[src/design/spra_pkg.sv]
`default_nettype none
package spra_pkg;

  localparam int DIST_W = 20;
  localparam logic [DIST_W-1:0] DIST_MAX = '1;
  localparam int FRAC_BITS = 4;
  localparam int CFG_W = 8;
  localparam logic [CFG_W-1:0] US_PER_CM_RESET = 8'd58;

  typedef enum logic [1:0] {
    CMD_TICK   = 2'd0,
    CMD_START  = 2'd1,
    CMD_STOP   = 2'd2,
    CMD_SINGLE = 2'd3
  } cmd_t;

  typedef enum logic {
    REG_US_PER_CM   = 1'b0,
    REG_TRIGGER_PIN = 1'b1
  } reg_idx_t;

  typedef enum logic [1:0] {
    OP_REPORT,
    OP_STORE,
    OP_CLEAR
  } op_t;

  typedef struct packed {
    op_t  op;
    logic trig;
    logic done;
  } job_ctl_t;

  localparam int JOB_CTL_W = $bits(job_ctl_t);

  typedef enum logic [2:0] {
    BK_IDLE,
    BK_DIV_Q,
    BK_WR,
    BK_AVG,
    BK_OUT
  } bk_state_t;

endpackage
`default_nettype wire

[src/design/spra_queue.sv]
`default_nettype none
module spra_queue #(
  parameter int W = 8
) (
  input  wire logic         clk,
  input  wire logic         rst,
  input  wire logic         wr,
  input  wire logic [W-1:0] wdata,
  output logic              full,
  input  wire logic         rd,
  output logic [W-1:0]      rdata,
  output logic              empty
);

  logic [W-1:0] mem [2];
  logic         wp;
  logic         rp;
  logic [1:0]   cnt;
  logic         do_wr;
  logic         do_rd;

  assign full  = (cnt == 2'd2);
  assign empty = (cnt == 2'd0);
  assign do_wr = wr && !full;
  assign do_rd = rd && !empty;
  assign rdata = mem[rp];

  always_ff @(posedge clk) begin
    if (rst) begin
      wp  <= 1'b0;
      rp  <= 1'b0;
      cnt <= 2'd0;
    end else begin
      if (do_wr) begin
        mem[wp] <= wdata;
        wp      <= !wp;
      end
      if (do_rd) begin
        rp <= !rp;
      end
      unique case ({do_wr, do_rd})
        2'b10:   cnt <= cnt + 2'd1;
        2'b01:   cnt <= cnt - 2'd1;
        default: cnt <= cnt;
      endcase
    end
  end

endmodule
`default_nettype wire

[src/design/spra_front.sv]
`default_nettype none
module spra_front #(
  parameter int COUNT_BITS = 16
) (
  input  wire logic                  clk,
  input  wire logic                  rst,
  input  wire logic                  push,
  input  wire logic [1:0]            cmd,
  input  wire logic                  echo_level,
  input  wire logic                  trigger_pin,
  input  wire logic                  q_full,
  output logic                       job_push,
  output spra_pkg::job_ctl_t         job_ctl,
  output logic [COUNT_BITS-1:0]      job_count
);

  logic                  prev_echo;
  logic                  prev_echo_next;
  logic [COUNT_BITS-1:0] pulse_count;
  logic [COUNT_BITS-1:0] pulse_count_next;
  logic                  single_mode;
  logic                  single_mode_next;
  logic                  trigger_out;
  logic                  trigger_out_next;

  assign job_push = push && !q_full;

  always_comb begin
    prev_echo_next   = prev_echo;
    pulse_count_next = pulse_count;
    single_mode_next = single_mode;
    trigger_out_next = trigger_out;
    job_ctl.op       = spra_pkg::OP_REPORT;
    job_ctl.done     = 1'b0;
    unique case (spra_pkg::cmd_t'(cmd))
      spra_pkg::CMD_TICK: begin
        if (echo_level && !prev_echo) begin
          pulse_count_next = '0;
        end else if (prev_echo) begin
          if (pulse_count != '1) begin
            pulse_count_next = pulse_count + COUNT_BITS'(1);
          end
          if (!echo_level) begin
            job_ctl.op   = spra_pkg::OP_STORE;
            job_ctl.done = 1'b1;
            if (single_mode && trigger_pin) begin
              trigger_out_next = 1'b0;
            end
          end
        end
        prev_echo_next = echo_level;
      end
      spra_pkg::CMD_START: begin
        if (trigger_pin) trigger_out_next = 1'b1;
      end
      spra_pkg::CMD_STOP: begin
        if (trigger_pin) trigger_out_next = 1'b0;
      end
      spra_pkg::CMD_SINGLE: begin
        if (trigger_pin) begin
          job_ctl.op       = spra_pkg::OP_CLEAR;
          single_mode_next = 1'b1;
          trigger_out_next = 1'b1;
        end
      end
      default: ;
    endcase
    job_ctl.trig = trigger_out_next;
    job_count    = pulse_count_next;
  end

  always_ff @(posedge clk) begin
    if (rst) begin
      prev_echo   <= 1'b0;
      pulse_count <= '0;
      single_mode <= 1'b0;
      trigger_out <= 1'b0;
    end else if (job_push) begin
      prev_echo   <= prev_echo_next;
      pulse_count <= pulse_count_next;
      single_mode <= single_mode_next;
      trigger_out <= trigger_out_next;
    end
  end

endmodule
`default_nettype wire

[src/design/spra_div.sv]
`default_nettype none
module spra_div #(
  parameter int DW = 23,
  parameter int VW = 8
) (
  input  wire logic          clk,
  input  wire logic          rst,
  input  wire logic          start,
  input  wire logic [DW-1:0] dividend,
  input  wire logic [VW-1:0] divisor,
  output logic               done,
  output logic [DW-1:0]      quotient
);

  localparam int CW = $clog2(DW + 1);

  logic          running;
  logic [CW-1:0] cnt;
  logic [VW-1:0] rem;
  logic [DW-1:0] quo;
  logic [VW-1:0] dvs;
  logic [VW:0]   trial;
  logic [VW:0]   diff;
  logic          ge;

  assign trial    = {rem, quo[DW-1]};
  assign ge       = (trial >= {1'b0, dvs});
  assign diff     = trial - {1'b0, dvs};
  assign quotient = quo;

  always_ff @(posedge clk) begin
    if (rst) begin
      running <= 1'b0;
      done    <= 1'b0;
      cnt     <= '0;
    end else begin
      done <= running && !start && (cnt == CW'(1));
      if (start) begin
        quo     <= dividend;
        rem     <= '0;
        dvs     <= divisor;
        cnt     <= CW'(DW);
        running <= 1'b1;
      end else if (running) begin
        rem <= ge ? diff[VW-1:0] : trial[VW-1:0];
        quo <= {quo[DW-2:0], ge};
        cnt <= cnt - CW'(1);
        if (cnt == CW'(1)) begin
          running <= 1'b0;
        end
      end
    end
  end

endmodule
`default_nettype wire

[src/design/spra_back.sv]
`default_nettype none
module spra_back #(
  parameter int HISTORY_DEPTH = 5,
  parameter int COUNT_BITS    = 16,
  parameter int DIV_W         = 20
) (
  input  wire logic                         clk,
  input  wire logic                         rst,
  input  wire logic                         job_empty,
  input  wire spra_pkg::job_ctl_t           job_ctl,
  input  wire logic [COUNT_BITS-1:0]        job_count,
  output logic                              job_pop,
  input  wire logic [spra_pkg::CFG_W-1:0]   us_per_cm,
  output logic                              div_start,
  output logic [DIV_W-1:0]                  div_dividend,
  output logic [spra_pkg::CFG_W-1:0]        div_divisor,
  input  wire logic                         div_done,
  input  wire logic [DIV_W-1:0]             div_quotient,
  input  wire logic                         pop,
  output logic                              out_valid,
  output logic [spra_pkg::DIST_W-1:0]       distance_q4,
  output logic                              trigger_level,
  output logic                              reading_done
);

  localparam int LOG_D    = $clog2(HISTORY_DEPTH);
  localparam int SUM_W    = spra_pkg::DIST_W + LOG_D;
  localparam int RECIP_SH = SUM_W + LOG_D;
  localparam int RECIP_W  = SUM_W + 1;
  localparam int PROD_W   = SUM_W + RECIP_W;
  localparam logic [RECIP_W-1:0] RECIP = RECIP_W'(((64'd1 << RECIP_SH)
      + 64'(HISTORY_DEPTH) - 64'd1) / 64'(HISTORY_DEPTH));
  localparam int IDX_W = (HISTORY_DEPTH > 1) ? $clog2(HISTORY_DEPTH) : 1;

  spra_pkg::bk_state_t         state;
  spra_pkg::bk_state_t         state_next;
  spra_pkg::job_ctl_t          ctl;
  logic [spra_pkg::DIST_W-1:0] ring [HISTORY_DEPTH];
  logic [IDX_W-1:0]            ring_index;
  logic [SUM_W-1:0]            sum;
  logic                        single_mode;
  logic [spra_pkg::DIST_W-1:0] dist_cur;
  logic [spra_pkg::DIST_W-1:0] qv;
  logic [spra_pkg::DIST_W-1:0] q_sat;
  logic [PROD_W-1:0]           avg_prod;
  logic                        out_free;

  assign out_free = !out_valid || pop;
  assign q_sat = (div_quotient > DIV_W'(spra_pkg::DIST_MAX)) ? spra_pkg::DIST_MAX
               : div_quotient[spra_pkg::DIST_W-1:0];
  // ring average by reciprocal multiplication, exact over the whole sum range
  assign avg_prod = PROD_W'(sum) * PROD_W'(RECIP);

  always_comb begin
    state_next = state;
    unique case (state)
      spra_pkg::BK_IDLE: begin
        if (!job_empty) begin
          state_next = (job_ctl.op == spra_pkg::OP_STORE) ? spra_pkg::BK_DIV_Q
                     : spra_pkg::BK_OUT;
        end
      end
      spra_pkg::BK_DIV_Q: if (div_done) state_next = spra_pkg::BK_WR;
      spra_pkg::BK_WR:    state_next = spra_pkg::BK_AVG;
      spra_pkg::BK_AVG:   state_next = spra_pkg::BK_OUT;
      spra_pkg::BK_OUT:   if (out_free) state_next = spra_pkg::BK_IDLE;
      default:            state_next = spra_pkg::BK_IDLE;
    endcase
  end

  always_comb begin
    job_pop      = (state == spra_pkg::BK_IDLE) && !job_empty;
    div_start    = job_pop && (job_ctl.op == spra_pkg::OP_STORE);
    div_dividend = DIV_W'({job_count, spra_pkg::FRAC_BITS'(0)});
    div_divisor  = (us_per_cm == '0) ? spra_pkg::CFG_W'(1) : us_per_cm;
  end

  always_ff @(posedge clk) begin
    if (rst) begin
      state       <= spra_pkg::BK_IDLE;
      ring_index  <= '0;
      sum         <= '0;
      single_mode <= 1'b0;
      dist_cur    <= '0;
      out_valid   <= 1'b0;
      for (int k = 0; k < HISTORY_DEPTH; k++) begin
        ring[k] <= '0;
      end
    end else begin
      state <= state_next;
      if ((state == spra_pkg::BK_OUT) && out_free) begin
        out_valid <= 1'b1;
      end else if (out_valid && pop) begin
        out_valid <= 1'b0;
      end
      unique case (state)
        spra_pkg::BK_IDLE: begin
          if (!job_empty) begin
            ctl <= job_ctl;
            if (job_ctl.op == spra_pkg::OP_CLEAR) begin
              for (int k = 0; k < HISTORY_DEPTH; k++) begin
                ring[k] <= '0;
              end
              ring_index  <= '0;
              sum         <= '0;
              single_mode <= 1'b1;
              dist_cur    <= '0;
            end
          end
        end
        spra_pkg::BK_DIV_Q: if (div_done) qv <= q_sat;
        spra_pkg::BK_WR: begin
          ring[ring_index] <= qv;
          sum <= sum - SUM_W'(ring[ring_index]) + SUM_W'(qv);
          ring_index <= (ring_index == IDX_W'(HISTORY_DEPTH - 1)) ? '0
                      : ring_index + IDX_W'(1);
        end
        spra_pkg::BK_AVG: begin
          if (single_mode) begin
            dist_cur <= ring[0];
          end else begin
            dist_cur <= avg_prod[RECIP_SH +: spra_pkg::DIST_W];
          end
        end
        spra_pkg::BK_OUT: begin
          if (out_free) begin
            distance_q4   <= dist_cur;
            trigger_level <= ctl.trig;
            reading_done  <= ctl.done;
          end
        end
        default: ;
      endcase
    end
  end

endmodule
`default_nettype wire

[src/design/sonar_pulse_range_averager.sv]
// items that store no reading pass from the job queue through the back-end IDLE and OUT states
// the two-entry job queue accepts new items while the back end is still busy, until it is full
// a falling echo edge stores a reading: the bit-serial divide by us_per_cm, then BK_WR,
// BK_AVG and BK_OUT, with DIV_W = max(COUNT_BITS+4, 20)
// reset: synchronous, clears config to defaults, history ring, counters and queues
`default_nettype none
module sonar_pulse_range_averager #(
  parameter int HISTORY_DEPTH = 5,
  parameter int COUNT_BITS    = 16
) (
  input  wire logic                       clk,
  input  wire logic                       rst,
  input  wire logic                       push,
  output logic                            full,
  input  wire logic [1:0]                 cmd,
  input  wire logic                       echo_level,
  input  wire logic                       pop,
  output logic                            empty,
  output logic [spra_pkg::DIST_W-1:0]     distance_q4,
  output logic                            trigger_level,
  output logic                            reading_done,
  input  wire logic                       cfg_we,
  input  wire logic                       cfg_index,
  input  wire logic [spra_pkg::CFG_W-1:0] cfg_data
);

  localparam int NUM_W = COUNT_BITS + spra_pkg::FRAC_BITS;
  localparam int DIV_W = (NUM_W > spra_pkg::DIST_W) ? NUM_W : spra_pkg::DIST_W;
  localparam int JW    = spra_pkg::JOB_CTL_W + COUNT_BITS;

  logic [spra_pkg::CFG_W-1:0] us_per_cm;
  logic                       trigger_pin;
  logic                       job_push;
  spra_pkg::job_ctl_t         push_ctl;
  logic [COUNT_BITS-1:0]      push_count;
  logic                       job_full;
  logic                       job_empty;
  logic                       job_pop;
  logic [JW-1:0]              job_data;
  logic                       div_start;
  logic [DIV_W-1:0]           div_dividend;
  logic [spra_pkg::CFG_W-1:0] div_divisor;
  logic                       div_done;
  logic [DIV_W-1:0]           div_quotient;
  logic                       out_valid;

  always_ff @(posedge clk) begin
    if (rst) begin
      us_per_cm   <= spra_pkg::US_PER_CM_RESET;
      trigger_pin <= 1'b0;
    end else if (cfg_we) begin
      unique case (spra_pkg::reg_idx_t'(cfg_index))
        spra_pkg::REG_US_PER_CM:   us_per_cm   <= cfg_data;
        spra_pkg::REG_TRIGGER_PIN: trigger_pin <= cfg_data[0];
        default: ;
      endcase
    end
  end

  assign full  = job_full;
  assign empty = !out_valid;

  spra_front #(
    .COUNT_BITS(COUNT_BITS)
  ) u_front (
    .clk        (clk),
    .rst        (rst),
    .push       (push),
    .cmd        (cmd),
    .echo_level (echo_level),
    .trigger_pin(trigger_pin),
    .q_full     (job_full),
    .job_push   (job_push),
    .job_ctl    (push_ctl),
    .job_count  (push_count)
  );

  spra_queue #(
    .W(JW)
  ) u_job_q (
    .clk  (clk),
    .rst  (rst),
    .wr   (job_push),
    .wdata({push_ctl, push_count}),
    .full (job_full),
    .rd   (job_pop),
    .rdata(job_data),
    .empty(job_empty)
  );

  spra_div #(
    .DW(DIV_W),
    .VW(spra_pkg::CFG_W)
  ) u_div (
    .clk     (clk),
    .rst     (rst),
    .start   (div_start),
    .dividend(div_dividend),
    .divisor (div_divisor),
    .done    (div_done),
    .quotient(div_quotient)
  );

  spra_back #(
    .HISTORY_DEPTH(HISTORY_DEPTH),
    .COUNT_BITS   (COUNT_BITS),
    .DIV_W        (DIV_W)
  ) u_back (
    .clk          (clk),
    .rst          (rst),
    .job_empty    (job_empty),
    .job_ctl      (spra_pkg::job_ctl_t'(job_data[JW-1 -: spra_pkg::JOB_CTL_W])),
    .job_count    (job_data[COUNT_BITS-1:0]),
    .job_pop      (job_pop),
    .us_per_cm    (us_per_cm),
    .div_start    (div_start),
    .div_dividend (div_dividend),
    .div_divisor  (div_divisor),
    .div_done     (div_done),
    .div_quotient (div_quotient),
    .pop          (pop),
    .out_valid    (out_valid),
    .distance_q4  (distance_q4),
    .trigger_level(trigger_level),
    .reading_done (reading_done)
  );

  a_reset_empty: assert property (@(posedge clk) rst |=> empty)
    else $error("result queue not empty after reset");

  a_pop_nonempty: assert property (@(posedge clk) disable iff (rst)
    job_pop |-> !job_empty)
    else $error("back end took a job from an empty queue");

  a_div_single_start: assert property (@(posedge clk) disable iff (rst)
    div_start |=> !div_start && !div_done)
    else $error("divider restarted or finished too early");

endmodule
`default_nettype wire
[config.mk]
export PLATFORM = sky130hd
export DESIGN_NAME = sonar_pulse_range_averager
export DESIGN_NICKNAME = d
export VERILOG_FILES = /design/src/design/spra_pkg.sv /design/src/design/spra_queue.sv /design/src/design/spra_front.sv /design/src/design/spra_div.sv /design/src/design/spra_back.sv /design/src/design/sonar_pulse_range_averager.sv
export SDC_FILE = /design/constraint.sdc
export NUM_CORES = 1
export LEC_CHECK = 0
export BUFFER_PORTS_ARGS = -buffer_cell sky130_fd_sc_hd__buf_2
export CAP_MARGIN = 20
export CELL_PAD_IN_SITES_DETAIL_PLACEMENT = 0
export CELL_PAD_IN_SITES_GLOBAL_PLACEMENT = 1
export CORE_MARGIN = 10
export CORE_UTILIZATION = 55
export DETAILED_ROUTE_END_ITERATION = 8
export PLACE_DENSITY = 0.95
export SLEW_MARGIN = 30
export SYNTH_ARGS = -nofsm -noshare
export SYNTH_HDL_FRONTEND = slang
export SYNTH_SLANG_ARGS = --single-unit
[constraint.sdc]
create_clock -name clk -period 12.15 [get_ports clk]
set_clock_uncertainty 0.05 [all_clocks]
set_input_delay 0.6075 -clock clk [delete_from_list [all_inputs] [get_ports clk]]
set_output_delay 0.6075 -clock clk [all_outputs]
set_load 0.02 [all_outputs]
## Yosys cells after proc, flatten, opt, wreduce, memory -nomap -nowiden

Memories as Yosys holds them, arrays and structs flattened. A register that Yosys moved wholly into a read port is not among the register bits.
Index checks and enable logic that the tools add are counted.

| storage, ports and cells | value |
|---|---|
| bits in registers | 170 |
| latch bits | 0 |
| RAM bits | 140 |
| ROM bits | 0 |
| bits of input ports | 17 |
| memories | 2 |

Memory list:

| name | depth | width | read ports | clocked after memory_dff | wr ports | RTL line | source |
|---|---|---|---|---|---|---|---|
| u_back.ring | 5 | 20 | 2 | 1 | 5 | spra_back.sv:38 | `logic [spra_pkg::DIST_W-1:0] ring [HISTORY_DEPTH];` |
| u_job_q.mem | 2 | 20 | 1 | 1 | 1 | spra_queue.sv:15 | `logic [W-1:0] mem [2];` |

| cells by class | value |
|---|---|
| add/subtract/negate cells | 8 |
| multipliers | 1 |
| divide/modulo/power cells | 0 |
| $lt $le $gt $ge | 2 |
| equality and inequality tests | 19 |
| shift-type cells | 0 |
| muxes and demuxes | 73 |
| bitwise logic cells | 8 |
| reduce and logical (&&, ||, !) cells | 44 |

Operator list:

| kind | number |
|---|---|
| 20-bit 2-to-1 mux | 11 |
| 16-bit 2-to-1 mux | 4 |
| 23-bit by 24-bit multiplier with 46-bit output, second input constant | 1 |
| 23-bit 2-to-1 mux | 2 |
| 23-bit one-hot mux with 2 select lines | 1 |
| 20-bit one-hot mux with 2 select lines | 1 |
| 1-bit 2-to-1 mux | 32 |
| 3-bit 2-to-1 mux | 10 |
| 3-bit AND reduction | 8 |
| 23-bit by 20-bit adder with 23-bit output | 1 |
| 23-bit by 20-bit subtractor with 23-bit output | 1 |
| 20-bit > comparator, second input constant | 1 |
| 20-bit OR reduction | 1 |
| 16-bit by 1-bit adder with 16-bit output, second input constant | 1 |
| 8-bit 2-to-1 mux | 2 |
| 16-bit != test, second input constant | 1 |
| 3-bit one-hot mux with 5 select lines | 1 |
| 1-bit logical AND | 11 |
| 2-bit == test, second input constant | 5 |
| 5-bit 2-to-1 mux | 2 |
| 2-bit AND reduction | 5 |
| 2-bit nonzero test | 5 |
| 9-bit by 8-bit >= comparator with 1-bit output | 1 |
| 8-bit zero test | 1 |
| other kinds (23) | 46 |

## Logic depth before layout (Yosys ltp)

| depth | value |
|---|---|
| depth after elaboration | 8 |
| mapped depth | 26 |
| gate-level depth less buffers | 26 |

## Modules after synthesis

A second synthesis with hierarchy kept.

| unflattened totals | value |
|---|---|
| cell total of the unflattened synthesis | 2262 |
| area total of the unflattened synthesis | 25718.4 um^2 |

Modules (own cells, without submodules):

| module | instances | cells each | area an instance (um^2) |
|---|---|---|---|
| spra_back | 1 | 1742 | 19780.2 |
| spra_div | 1 | 170 | 2192.1 |
| spra_front | 1 | 223 | 1697.9 |
| spra_queue | 1 | 87 | 1659.1 |
| sonar_pulse_range_averager | 1 | 40 | 389.1 |

## Worst setup path after synthesis

Ideal clock, no wire load.

| timing | value |
|---|---|
| path kind | reg-to-reg |
| start point | register u_back.sum[6] |
| end point | register u_back.dist_cur[18] (netlist name) |
| arrival | 6.298 ns |
| data required time | 11.985 ns |
| path slack | 5.687 ns |
| stages on the path, launching flop included | 27 |
| path buffers | 0 |
| period minus slack after synthesis | 6.463 ns |
| path through | dfxtp_1 > inv_1 > ha_1 > inv_1 > fa_1 > inv_1 > fa_1 > inv_1 > fa_1 > inv_1 > fa_1 > inv_1 > fa_1 > inv_1 > fa_1 > inv_1 > ha_1 > a2111oi_0 > o21ai_1 > a22oi_1 > a211oi_2 > o21ai_2 > nand2b_1 > nand4_1 > a21oi_1 > xor2_1 > a2111oi_0 |

| between the ends | value |
|---|---|
| word-level cells in the longest chain between the ends | 3 |

RTL lines:

| what | RTL line | source |
|---|---|---|
| start, declared | spra_back.sv:40 | `logic [SUM_W-1:0] sum;` |
| start signal, assigned | spra_back.sv:114 | `sum <= sum - SUM_W'(ring[ring_index]) + SUM_W'(qv);` |
| 23-bit by 24-bit multiplier with 46-bit output | spra_back.sv:52 | `assign avg_prod = PROD_W'(sum) * PROD_W'(RECIP);` |
| 20-bit 2-to-1 mux | spra_back.sv:119 | `if (single_mode) begin` |
| 20-bit one-hot mux with 2 select lines | spra_back.sv:96 | `unique case (state)` |
| end signal, assigned | spra_back.sv:120 | `dist_cur <= ring[0];` |
| end signal, assigned | spra_back.sv:122 | `dist_cur <= avg_prod[RECIP_SH +: spra_pkg::DIST_W];` |
| end, declared | spra_back.sv:42 | `logic [spra_pkg::DIST_W-1:0] dist_cur;` |

Every way passes these cells.
A chain may end at the register's enable or synchronous reset.

## Final worst setup path

| timing | value |
|---|---|
| start point | register u_back.sum[15] |
| end point | register u_back.dist_cur[18] (netlist name) |

Same word-level chain as after synthesis.

==> out/results.txt <==
gr usage total -> 22.2%
Crit Reg-Reg Endpoint -> u_back.dist_cur[18]$_SDFFE_PP0P_
hold crit path type -> in2reg
layout cell share with drive strength beyond 1 -> 10.4%
Rows -> 77
Setup CP Type -> reg2reg
crit end category -> flip-flop
nets -> 2585
Post-Synthesis Cells -> 2160
Die Width -> 231 µm
cell accounting for the most synthesized area -> edfxtp_1
post-CTS sizing -> 0
largest cells by area after synthesis -> edfxtp_1 34%, fa_1 13%, ha_1 12%
Root Driver -> clkbuf_16
vias in the first global route -> 16800
Clock Sink Count -> 372
WP data arrival -> 7530 ps
H-tree depth -> 2
pre-CTS WS -> 5080 ps
crit start category -> flip-flop
largest net degree at the start of global routing -> 54
Fin Setup TNS -> 0 ps
final WL -> 58600 µm
CP startpoint -> u_back.sum[15]$_SDFFE_PP0P_
count of cell types in the netlist -> 75
Max IR drop VDD -> 0.120 mV
Post-Syn Area -> 0.0246 mm²
TritonCTS clock tree -> built
Die Ht -> 231 µm
WL/cell -> 21.0 µm
Via density -> 5.81
ys async rst share -> 0%
Yosys top cell area share -> 34.0%
initial antenna violation count -> 0
Slew Limit Fails -> 0
Die Area -> 0.0535 mm²
starting density of the core -> 55.6%
Num CTS Buffers -> 38
Synth Warn # -> 0
R2R depth -> 22
Initial DRT Pass Iterations -> 5
Placed Area -> 0.0254 mm²
period utilization -> 58.7%
DR iter-0 viols -> 1499
Synth top cells by count -> 375 x inv_1, 278 x edfxtp_1, 240 x ha_1, 164 x fa_1, 115 x nor2_1
sequential-to-total area share from yosys stat -> 41.6%
count leader, synth -> inv_1
hold_buf cts -> 0
f_max -> 140 MHz
Lkg Pwr -> 0.0118 µW
final worst slack -> 5010 ps
vias -> 16200
antenna diode count -> 0
Power Dens Cells -> 120 mW/mm²
IO buf count -> 40
placer congestion estimate -> 0.995
Worst-Skew Late Latency -> 560 ps
Avg Inst Size Synth -> 11.4 µm²
Top FF cell, synth -> edfxtp_1
Residual DRC -> 0
RR Startpoint -> u_back.sum[15]$_SDFFE_PP0P_
flop-to-flop setup slack -> 5010 ps
clk buf depth -> 3
#FFs+latches synth -> 372
final setup fails -> 0
post-route cell area -> 0.0266 mm²
IO Count -> 41
RSZ-0062 raised after global routing -> false
Synth Net Count -> 2581
Core Area -> 0.0442 mm²
status -> finished, final reports clean
Tmin final -> 7140 ps
DP Wirelength -> 44400 µm
Final ANT Viol Nets -> 0
# Max-Cap Violations -> 0
worst-path fanout max -> 5
endpoints failing hold -> 0
Reg clk slew, reported paths -> 60 ps
Tightest Pin Transition -> 972 ps
data required time at the worst endpoint -> 12540 ps
Syn-to-layout area delta -> 8.35%
number of synthesized flops with an enable pin -> 278
global route overflow -> 0
postcts setup bufs -> 0
CP Capture Point -> u_back.dist_cur[18]$_SDFFE_PP0P_
first-pass GRT wire length -> 93300 µm
Relative slew margins -> 35.1%
## power by group
group / internal, µW / switching [µW] / leakage [µW]
Combinational: 174 / 287 / 0.00777
Sequential: 1490 / 73.9 / 0.00343
Clock: 677 / 500 / 0.000607
Total: 2340 / 861 / 0.0118
## worst max-delay path, cell delays in order, from the launching register on
cell and delay (ps):
dfxtp_1 420, inv_1 180, ha_1 370, fa_1 560, fa_1 590, inv_1 120, fa_1 620, inv_1 90
fa_1 520, fa_1 520, fa_1 540, inv_1 40, ha_1 230, a2111oi_0 360, o21ai_1 180, a22oi_1 230
a211oi_2 160, o21ai_2 260, nand2b_1 150, nand4_1 150, a21oi_1 220, xor2_1 90, a2111oi_0 370
## cell families (layout without fill, tap and decap cells)
kind of cell,Yosys count,count (layout),synth area share [%]
adder cells (fa/ha/maj),404,404,25.6
multiplexers,91,91,5.86
buffers and inverters,477,510,7.31
flip-flops,372,372,41.6
XOR/XNOR,62,62,2.21
AO/OA/AOI/OAI,295,295,7.84
AND/OR/NAND/NOR,459,459,9.55
## placed cells by master (no fill, tap or decap), types with 9 or more instances in the layout
cell,count
nand2b_1,11
and2_1,51
xor2_1,17
buf_4,26
o21ai_0,63
edfxtp_1,278
o21ai_1,12
a22oi_1,22
ha_1,240
clkbuf_1,9
nand3_1,34
mux4_2,40
clkbuf_16,39
nand2_1,88
nor2b_1,13
inv_1,375
mux2_2,23
a21o_1,29
a211oi_1,11
o21bai_1,9
a21oi_1,77
buf_2,39
mux2i_1,28
nor2_1,112
xnor2_1,45
fa_1,164
o22ai_1,11
dfxtp_1,91
and3_1,10
nor3_1,25
nor4_1,59
## layout make-up
type,count,area [µm²]
Tap cell,592,741
Sequential cell,372,10200
Multi-Input combinational cell,1311,12600
Clock inverter,18,181
Clock buffer,51,1050
Fill cell,3399,17600
Inverter,376,1410
Timing Repair Buffer,65,390
## per-stage QoR
stage	cells	util (%)	hold slack [ps]	total power, µW
5_1_grt	2785	60.2	218	3320
3_5_place_dp	2716	57.4	367	2050
3_3_place_gp	2716	57.3	367	2020
6_report	2785	60.2	214	3200
4_1_cts	2785	60.2	194	3210
2_1_floorplan	2160	-	350	1900
## state kept, by name, summed over array words and instances (netlist names), 2 cells and up, named ones only
name / cells
u_front.pulse_count: 16
u_back.state: 3
u_back.sum: 23
u_div.quotient: 20
u_job_q.cnt: 2
u_back.qv: 20
u_div.cnt: 5
u_div.dvs: 8
u_back.ring_index: 3
u_back.distance_q4: 20
u_back.dist_cur: 20
u_back.ring: 160
u_job_q.mem: 38
u_div.rem: 8
u_back.ctl: 2
us_per_cm: 8
## worst min path at each step
stage	startpoint	end	slack, ps	cells past startpoint
after floorplan	u_back.ctl[0]$_DFFE_PP_	u_back.reading_done$_DFFE_PP_	350	0
after global placement	u_back.dist_cur[9]$_SDFFE_PP0P_	u_back.distance_q4[9]$_DFFE_PP_	370	0
after detailed placement	u_back.dist_cur[2]$_SDFFE_PP0P_	u_back.distance_q4[2]$_DFFE_PP_	370	0
after CTS	cfg_data[1]	us_per_cm[1]$_SDFFE_PP1P_	190	2
after global routing	cfg_data[1]	us_per_cm[1]$_SDFFE_PP1P_	220	2
final	cfg_data[1]	us_per_cm[1]$_SDFFE_PP1P_	210	2
## metal layers
metal / global-route usage, % / up-vias / wire, µm
met3: 2.50 / 112 / 3660
met5: 0 / - / 0
met2: 38.2 / 671 / 29200
met4: 8.90 / 0 / 2170
li1: - / 7464 / -
met1: 28.1 / 7938 / 23500
Note: power is estimated with default switching activity, not from simulation.
